### config.mk
export PLATFORM = sky130hd
export DESIGN_NAME = scanline_coverage_span_resolver
export DESIGN_NICKNAME = d
export VERILOG_FILES = /design/src/sv/scr_pkg.sv /design/src/sv/scr_cell_cov.sv /design/src/sv/scr_out_buf.sv /design/src/sv/scanline_coverage_span_resolver.sv
export SDC_FILE = /design/constraint.sdc
export NUM_CORES = 1
export LEC_CHECK = 0
export BUFFER_PORTS_ARGS = -buffer_cell sky130_fd_sc_hd__clkbuf_2
export CAP_MARGIN = 20
export CORE_MARGIN = 3
export CORE_UTILIZATION = 45
export DETAILED_ROUTE_END_ITERATION = 7
export SLEW_MARGIN = 20
export SYNTH_ARGS = -nofsm -noshare
export SYNTH_HDL_FRONTEND = slang
export SYNTH_HIERARCHICAL = 1
export SYNTH_SLANG_ARGS = --single-unit
### constraint.sdc
create_clock -name clk -period 9.95 [get_ports clk]
set_clock_uncertainty 0.1 [all_clocks]
set_input_delay 2.4875 -clock clk [delete_from_list [all_inputs] [get_ports clk]]
set_output_delay 2.4875 -clock clk [all_outputs]
set_load 0.01 [all_outputs]
### src/sv/scr_pkg.sv
// Shared types and constants for the scanline coverage span resolver.
package scr_pkg;

  localparam int SUB_ROWS = 4;
  localparam int SUB_COLS = 4;
  localparam int MASK_W   = SUB_ROWS * SUB_COLS;
  localparam int COV_W    = 6;
  localparam int MAX_RUNS = 3;
  localparam int CNT_W    = 2;
  localparam int ADDR_W   = 4;
  localparam int DATA_W   = 32;
  localparam int IDX_W    = 2;

  localparam int W_EDGE   = 1;
  localparam int W_MID    = 2;
  localparam int SPAN_W   = 8;
  localparam int COV_FULL = 32;

  localparam logic [IDX_W-1:0] REG_QUALITY  = 2'd0;
  localparam logic [IDX_W-1:0] REG_CLIP_MIN = 2'd1;
  localparam logic [IDX_W-1:0] REG_CLIP_MAX = 2'd2;

  typedef struct packed {
    logic [SUB_ROWS-1:0] parity;
    logic [COV_W-1:0]    cell_cov;
    logic [COV_W-1:0]    span_cov;
  } cov_res_t;

endpackage

### src/sv/scr_cell_cov.sv
// Cell coverage from sub-row parity and toggle mask, plus the updated parity.
module scr_cell_cov (
  input  logic                          quality_mode,
  input  logic [scr_pkg::SUB_ROWS-1:0]  parity,
  input  logic [scr_pkg::MASK_W-1:0]    mask,
  output scr_pkg::cov_res_t             res
);
  import scr_pkg::*;

  logic [3:0]          row_sum [SUB_ROWS];
  logic [SUB_ROWS-1:0] par_q;

  // per sub-row: weights 1,2,2,2,1 across the subsample columns
  always_comb begin
    logic d;
    for (int r = 0; r < SUB_ROWS; r++) begin
      d = parity[r];
      row_sum[r] = d ? 4'(W_EDGE) : 4'd0;
      for (int c = 0; c < SUB_COLS; c++) begin
        d = d ^ mask[SUB_COLS*r + c];
        if (d) begin
          row_sum[r] = row_sum[r] + ((c == SUB_COLS-1) ? 4'(W_EDGE) : 4'(W_MID));
        end
      end
      par_q[r] = d;
    end
  end

  always_comb begin
    logic [COV_W-1:0] acc;
    logic [2:0]       rows_in;
    acc     = '0;
    rows_in = '0;
    for (int r = 0; r < SUB_ROWS; r++) begin
      acc     = acc + COV_W'(row_sum[r]);
      rows_in = rows_in + 3'(par_q[r]);
    end
    if (quality_mode) begin
      res.parity   = par_q;
      res.cell_cov = acc;
      res.span_cov = COV_W'(rows_in) * COV_W'(SPAN_W);
    end else begin
      res.parity   = parity ^ {{(SUB_ROWS-1){1'b0}}, mask[0]};
      res.cell_cov = COV_W'(parity[0]);
      res.span_cov = COV_W'(parity[0] ^ mask[0]);
    end
  end

endmodule

### src/sv/scr_out_buf.sv
// Result buffer: packs up to three runs of one transaction and drains one per cycle while run_ready is high.
module scr_out_buf #(
  parameter int X_BITS = 16
) (
  input  logic                              clk,
  input  logic                              rst,
  input  logic                              load,
  input  logic [scr_pkg::MAX_RUNS-1:0]      cand_valid,
  input  logic signed [X_BITS-1:0]          cand_start [scr_pkg::MAX_RUNS],
  input  logic signed [X_BITS-1:0]          cand_end   [scr_pkg::MAX_RUNS],
  input  logic [scr_pkg::COV_W-1:0]         cand_cov   [scr_pkg::MAX_RUNS],
  output logic                              can_load,
  output logic                              run_valid,
  input  logic                              run_ready,
  output logic signed [X_BITS-1:0]          run_start,
  output logic signed [X_BITS-1:0]          run_end,
  output logic [scr_pkg::COV_W-1:0]         coverage,
  output logic                              last
);
  import scr_pkg::*;

  logic signed [X_BITS-1:0] buf_start [MAX_RUNS];
  logic signed [X_BITS-1:0] buf_end   [MAX_RUNS];
  logic [COV_W-1:0]         buf_cov   [MAX_RUNS];
  logic [MAX_RUNS-1:0]      buf_last;
  logic [CNT_W-1:0]         cnt;
  logic [CNT_W-1:0]         load_cnt;
  logic [CNT_W-1:0]         sel [MAX_RUNS];
  logic                     pop;

  always_comb begin
    sel[0] = cand_valid[0] ? CNT_W'(0) : (cand_valid[1] ? CNT_W'(1) : CNT_W'(2));
    sel[1] = (cand_valid[0] && cand_valid[1]) ? CNT_W'(1) : CNT_W'(2);
    sel[2] = CNT_W'(2);
    load_cnt = CNT_W'(cand_valid[0]) + CNT_W'(cand_valid[1]) + CNT_W'(cand_valid[2]);
  end

  assign run_valid = (cnt != '0);
  assign pop       = run_valid && run_ready;
  assign can_load  = (cnt == '0) || ((cnt == CNT_W'(1)) && run_ready);
  assign run_start = buf_start[0];
  assign run_end   = buf_end[0];
  assign coverage  = buf_cov[0];
  assign last      = buf_last[0];

  always_ff @(posedge clk) begin
    if (rst) begin
      cnt <= '0;
    end else if (load) begin
      cnt <= load_cnt;
    end else if (pop) begin
      cnt <= cnt - CNT_W'(1);
    end
  end

  always_ff @(posedge clk) begin
    if (load) begin
      for (int k = 0; k < MAX_RUNS; k++) begin
        buf_start[k] <= cand_start[sel[k]];
        buf_end[k]   <= cand_end[sel[k]];
        buf_cov[k]   <= cand_cov[sel[k]];
        buf_last[k]  <= (CNT_W'(k + 1) == load_cnt);
      end
    end else if (pop) begin
      for (int k = 0; k < MAX_RUNS-1; k++) begin
        buf_start[k] <= buf_start[k+1];
        buf_end[k]   <= buf_end[k+1];
        buf_cov[k]   <= buf_cov[k+1];
        buf_last[k]  <= buf_last[k+1];
      end
    end
  end

endmodule

### src/sv/scanline_coverage_span_resolver.sv
// Top level: scanline coverage span resolver with APB register port.
// The first run of a transaction is on the output in the cycle after it is loaded into the result buffer.
// Throughput: one cell per cycle while each cell yields at most one run and run_ready is high; a
// cell yielding more runs holds the single output port, and so the input, until its runs drain to the last.
// Reset (rst, synchronous): registers to quality 1, clip window [0, 1024),
// row state cleared, no run pending; no clearing pass.
module scanline_coverage_span_resolver #(
  parameter int X_BITS = 16
) (
  input  logic                          clk,
  input  logic                          rst,
  input  logic                          cell_valid,
  output logic                          cell_ready,
  input  logic signed [X_BITS-1:0]      cell_x,
  input  logic [scr_pkg::MASK_W-1:0]    cell_mask,
  input  logic                          row_last,
  output logic                          run_valid,
  input  logic                          run_ready,
  output logic signed [X_BITS-1:0]      run_start,
  output logic signed [X_BITS-1:0]      run_end,
  output logic [scr_pkg::COV_W-1:0]     coverage,
  output logic                          last,
  input  logic                          psel,
  input  logic                          penable,
  input  logic                          pwrite,
  input  logic [scr_pkg::ADDR_W-1:0]    paddr,
  input  logic [scr_pkg::DATA_W-1:0]    pwdata,
  output logic [scr_pkg::DATA_W-1:0]    prdata,
  output logic                          pready
);
  import scr_pkg::*;

  localparam int XW = X_BITS + 1;

  // configuration
  logic                     quality_mode;
  logic signed [X_BITS-1:0] clip_min_x;
  logic signed [X_BITS-1:0] clip_max_x;
  logic [IDX_W-1:0]         reg_idx;

  // input register
  logic                     s1_valid;
  logic signed [X_BITS-1:0] s1_x;
  logic [MASK_W-1:0]        s1_mask;
  logic                     s1_last;
  logic                     s1_fire;

  // row state
  logic [SUB_ROWS-1:0]      row_parity;
  logic signed [X_BITS-1:0] pending_x;
  logic [COV_W-1:0]         pending_cell_cover;
  logic [COV_W-1:0]         pending_span_cover;
  logic                     have_pending;
  logic                     row_stopped;

  cov_res_t                 cov_res;
  logic                     can_load;
  logic                     stop;
  logic                     emit_pend;
  logic signed [XW-1:0]     x_w, pend_w, cmin_w, cmax_w, span_s, span_b, span_e;
  logic [MAX_RUNS-1:0]      cand_valid;
  logic signed [X_BITS-1:0] cand_start [MAX_RUNS];
  logic signed [X_BITS-1:0] cand_end   [MAX_RUNS];
  logic [COV_W-1:0]         cand_cov   [MAX_RUNS];

  assign pready  = 1'b1;
  assign reg_idx = paddr[ADDR_W-1:2];

  always_ff @(posedge clk) begin
    if (rst) begin
      quality_mode <= 1'b1;
      clip_min_x   <= '0;
      clip_max_x   <= X_BITS'(1024);
    end else if (psel && penable && pwrite) begin
      unique case (reg_idx)
        REG_QUALITY:  quality_mode <= pwdata[0];
        REG_CLIP_MIN: clip_min_x   <= pwdata[X_BITS-1:0];
        REG_CLIP_MAX: clip_max_x   <= pwdata[X_BITS-1:0];
        default: ;
      endcase
    end
  end

  always_comb begin
    unique case (reg_idx)
      REG_QUALITY:  prdata = {{(DATA_W-1){1'b0}}, quality_mode};
      REG_CLIP_MIN: prdata = DATA_W'(clip_min_x);
      REG_CLIP_MAX: prdata = DATA_W'(clip_max_x);
      default:      prdata = '0;
    endcase
  end

  assign s1_fire    = s1_valid && can_load;
  assign cell_ready = !s1_valid || can_load;

  always_ff @(posedge clk) begin
    if (rst) begin
      s1_valid <= 1'b0;
    end else if (cell_ready) begin
      s1_valid <= cell_valid;
    end
  end

  always_ff @(posedge clk) begin
    if (cell_valid && cell_ready) begin
      s1_x    <= cell_x;
      s1_mask <= cell_mask;
      s1_last <= row_last;
    end
  end

  scr_cell_cov u_cell_cov (
    .quality_mode (quality_mode),
    .parity       (row_parity),
    .mask         (s1_mask),
    .res          (cov_res)
  );

  assign x_w    = XW'(s1_x);
  assign pend_w = XW'(pending_x);
  assign cmin_w = XW'(clip_min_x);
  assign cmax_w = XW'(clip_max_x);

  assign stop      = (x_w >= cmax_w);
  assign emit_pend = !row_stopped && have_pending;

  // span from the held cell up to this cell, clipped
  assign span_b = (pend_w >= cmin_w) ? pend_w + XW'(1) : pend_w;
  assign span_s = (span_b < cmin_w) ? cmin_w : span_b;
  assign span_e = (x_w > cmax_w) ? cmax_w : x_w;

  always_comb begin
    cand_valid[0] = emit_pend && (pend_w >= cmin_w) && (pend_w < cmax_w)
                    && (pending_cell_cover != '0);
    cand_start[0] = pending_x;
    cand_end[0]   = pending_x + X_BITS'(1);
    cand_cov[0]   = pending_cell_cover;

    cand_valid[1] = emit_pend && (x_w > span_b) && (x_w > cmin_w)
                    && (span_s < span_e) && (pending_span_cover != '0);
    cand_start[1] = span_s[X_BITS-1:0];
    cand_end[1]   = span_e[X_BITS-1:0];
    cand_cov[1]   = pending_span_cover;

    cand_valid[2] = emit_pend && !stop && s1_last && (x_w >= cmin_w)
                    && (cov_res.cell_cov != '0);
    cand_start[2] = s1_x;
    cand_end[2]   = s1_x + X_BITS'(1);
    cand_cov[2]   = cov_res.cell_cov;
  end

  always_ff @(posedge clk) begin
    if (rst) begin
      row_parity         <= '0;
      pending_x          <= '0;
      pending_cell_cover <= '0;
      pending_span_cover <= '0;
      have_pending       <= 1'b0;
      row_stopped        <= 1'b0;
    end else if (s1_fire) begin
      if (s1_last) begin
        row_parity         <= '0;
        pending_x          <= '0;
        pending_cell_cover <= '0;
        pending_span_cover <= '0;
        have_pending       <= 1'b0;
        row_stopped        <= 1'b0;
      end else if (!row_stopped) begin
        if (stop) begin
          have_pending <= 1'b0;
          row_stopped  <= 1'b1;
        end else begin
          row_parity         <= cov_res.parity;
          pending_x          <= s1_x;
          pending_cell_cover <= cov_res.cell_cov;
          pending_span_cover <= cov_res.span_cov;
          have_pending       <= 1'b1;
        end
      end
    end
  end

  scr_out_buf #(
    .X_BITS (X_BITS)
  ) u_out_buf (
    .clk        (clk),
    .rst        (rst),
    .load       (s1_fire),
    .cand_valid (cand_valid),
    .cand_start (cand_start),
    .cand_end   (cand_end),
    .cand_cov   (cand_cov),
    .can_load   (can_load),
    .run_valid  (run_valid),
    .run_ready  (run_ready),
    .run_start  (run_start),
    .run_end    (run_end),
    .coverage   (coverage),
    .last       (last)
  );

endmodule

==> flow_summary.json <==
{
  "vias": 10900,
  "core_area_um2": 32700,
  "worstMarginPinSlew_ps": 1050,
  "cts-root-buf": "clkbuf_16",
  "busiest_layer": "met1",
  "die_area_um2": 35600,
  "hold_viol_final": 0,
  "yosysMostFrequentCell": "nand2_1",
  "placed_area_um2": 15600,
  "yosysTopAreaCellShare_pct": 30.0,
  "hold_class": "flip-flop to flip-flop",
  "numPortBuffers": 130,
  "htreeDepth": 1,
  "ant_nets": 0,
  "post-route-cell-area_um2": 16400,
  "slew-limit-headroom_pct": 29.6,
  "cp_max_fo": 24,
  "track_usage_pct": 20.2,
  "crit_required_ps": 10080,
  "area_growth_pct": 9.55,
  "drt-pass1-iter-count": 7,
  "p_leak_uw": 0.00701,
  "nFillCells": 3051,
  "via_per_inst": 5.44,
  "wire_per_inst_um": 18.3,
  "min_period_ps": 8320,
  "setup_violations": 0,
  "synth.largest_area_cell": "edfxtp_1",
  "whs_ps": 362,
  "use_met2_pct": 30.7,
  "yosys-top-cells-area": "edfxtp_1 (30%), ha_1 (11%), dfxtp_1 (9.3%)",
  "chipWidth_um": 189,
  "synth.avg_cell_area_um2": 10.1,
  "synth_cell_types": 67,
  "initialDrtViolationCount": 801,
  "crit_buf_inv": 4,
  "grt_overflow_total": 0,
  "slew_violations": 0,
  "grt_pass1_vias": 10500,
  "synth_flop_cell": "edfxtp_1",
  "cpPeakStageDelay_ps": 480,
  "yosysSeqAreaShare_pct": 39.3,
  "grt_max_degree": 79,
  "synth_commonest_cells": "nand2_1 (157), edfxtp_1 (150), ha_1 (132)",
  "hold_buffers": 0,
  "met1_usage_pct": 31.0,
  "netlist_area_um2": 15000,
  "startpoint_type": "flip-flop",
  "cts_tree": "done",
  "layout_setup_ws_ps": 1630,
  "fmax_mhz": 120,
  "drive_gt1_share_pct": 16.6,
  "path_delay_family": "simple AND/OR/NAND/NOR gates",
  "ios": 150,
  "die_h_um": 189,
  "fp-row-count": 66,
  "hpwl_um": 26700,
  "clkTransAtPathRegs_ps": 60,
  "synth_seq_cells": 220,
  "clock-sinks": 220,
  "power_density_nw_per_um2": 185,
  "endpoint_kind": "flip-flop",
  "maxCapViolCount": 0,
  "drc": 0,
  "cts.repair.resized": 0,
  "async_flop_share_pct": 0,
  "ctsLongestPathBuffers": 3,
  "irDropWorstVdd_uv": 141,
  "postCtsSetupBuffers": 0,
  "worstSetupPathType": "flip-flop to flip-flop",
  "ys_warn_count": 6,
  "totalWireLength_um": 36600,
  "clkLatencyLatePin_ps": 530,
  "netlist_instances": 1491,
  "status": "completed",
  "start_util_pct": 45.9,
  "tritoncts.num_buffers": 25,
  "gp_congestion": 0.912,
  "diodes": 0,
  "finalSetupTns_ps": 0,
  "pre_cts_slack_ps": 1700,
  "arrival_ps": 8450,
  "grt_util_met3_pct": 2.59,
  "synth_edf_count": 150,
  "grt_pass1_wl_um": 58100,
  "nets": 1758,
  "cp_slowest_cell": "o21a_1",
  "finalPower_uw": 3030,
  "post-route-period-util_pct": 83.6,
  "rsz0062_at_grt": "no",
  "antenna_found_initial": 0
}
==> logic make-up after synthesis <==
| logic type | share of synthesized area [%] |
|---|---|
| other | 0.0500 |
| xor gates and xnor gates | 4.22 |
| and+or+nand+nor | 11.8 |
| adders and majority gates | 12.3 |
| muxes | 11.3 |
| AOI/OAI and AO/OA | 12.9 |
| DFF | 39.3 |
| buffers and inverters | 7.98 |
==> layout make-up <==
| type | count | area, µm² | share of cell area (%) |
|---|---|---|---|
| multi-input cells | 1049 | 7950 | 48.4 |
| clock inverters | 10 | 130 | 0.791 |
| clock buffers | 35 | 734 | 4.47 |
| flip-flops and latches | 220 | 5910 | 35.9 |
| repair buffers | 146 | 796 | 4.84 |
| well taps | 442 | 553 | 3.36 |
| inverters | 98 | 368 | 2.24 |
==> layer usage <==
layer  wire length, µm  part of all wire [%]
met2             15400                    42
met3              2260                   6.2
met5                 0                     0
met1             18300                    50
met4               625                   1.7
==> worst reg2reg max path: cells and delay by family (launching register included) <==
family | cells | cell delay [ps]
buffers and inverters | 4 | 760
DFF | 1 | 440
muxes | 3 | 970
and+or+nand+nor | 9 | 2390
AOI/OAI and AO/OA | 11 | 2140
xor gates and xnor gates | 1 | 210
adders and majority gates | 3 | 1040
==> per-stage QoR <==
stage	util, %	std cells
after floorplan	-	1492
after global placement	47.6	1955
after detailed placement	47.6	1955
after CTS	50.3	2000
after global routing	50.3	2000
final	50.3	2000
==> sequential cells by signal, summed over array words and instances (netlist names), 16 cells and up <==
register	count
u_out_buf/buf_end	48
u_out_buf/buf_start	48
u_out_buf/buf_cov	18
clip_max_x	16
clip_min_x	16
pending_x	16
s1_mask	16
s1_x	16
==> worst paths after layout <==
check                      start                          to  slack, ps  cells past startpoint
setup / recovery  clip_min_x[15]  u_out_buf/buf_start[0][25]       1630                     31
hold / removal      have_pending                have_pending        360                      2
setup reg to reg  clip_min_x[15]  u_out_buf/buf_start[0][25]       1630                     31
hold reg to reg     have_pending                have_pending        360                      2
==> where the power goes <==
part | total, µW | switching (µW) | internal (µW)
clock | 961 | 371 | 590
combinational | 868 | 481 | 387
sequential | 1210 | 57.1 | 1150
total | 3030 | 909 | 2130
==> cell usage in the layout (no fill, tap or decap), types with 7 or more instances in the layout <==
| master | instances |
|---|---|
| clkbuf_2 | 130 |
| a22o_1 | 49 |
| edfxtp_1 | 150 |
| nand2b_1 | 13 |
| xnor2_1 | 38 |
| a21o_1 | 23 |
| xor2_1 | 25 |
| mux2_2 | 14 |
| nor2_1 | 80 |
| buf_4 | 14 |
| nand4_1 | 21 |
| and2_1 | 12 |
| nor3_1 | 11 |
| clkbuf_16 | 26 |
| mux2i_1 | 92 |
| o21ai_0 | 64 |
| nor2b_1 | 15 |
| nand2_1 | 156 |
| nand3_1 | 26 |
| o21a_1 | 7 |
| mux2_4 | 40 |
| dfxtp_1 | 70 |
| fa_1 | 10 |
| inv_1 | 98 |
| a21oi_1 | 123 |
| ha_1 | 132 |
Note: power is estimated with default switching activity, not from simulation.
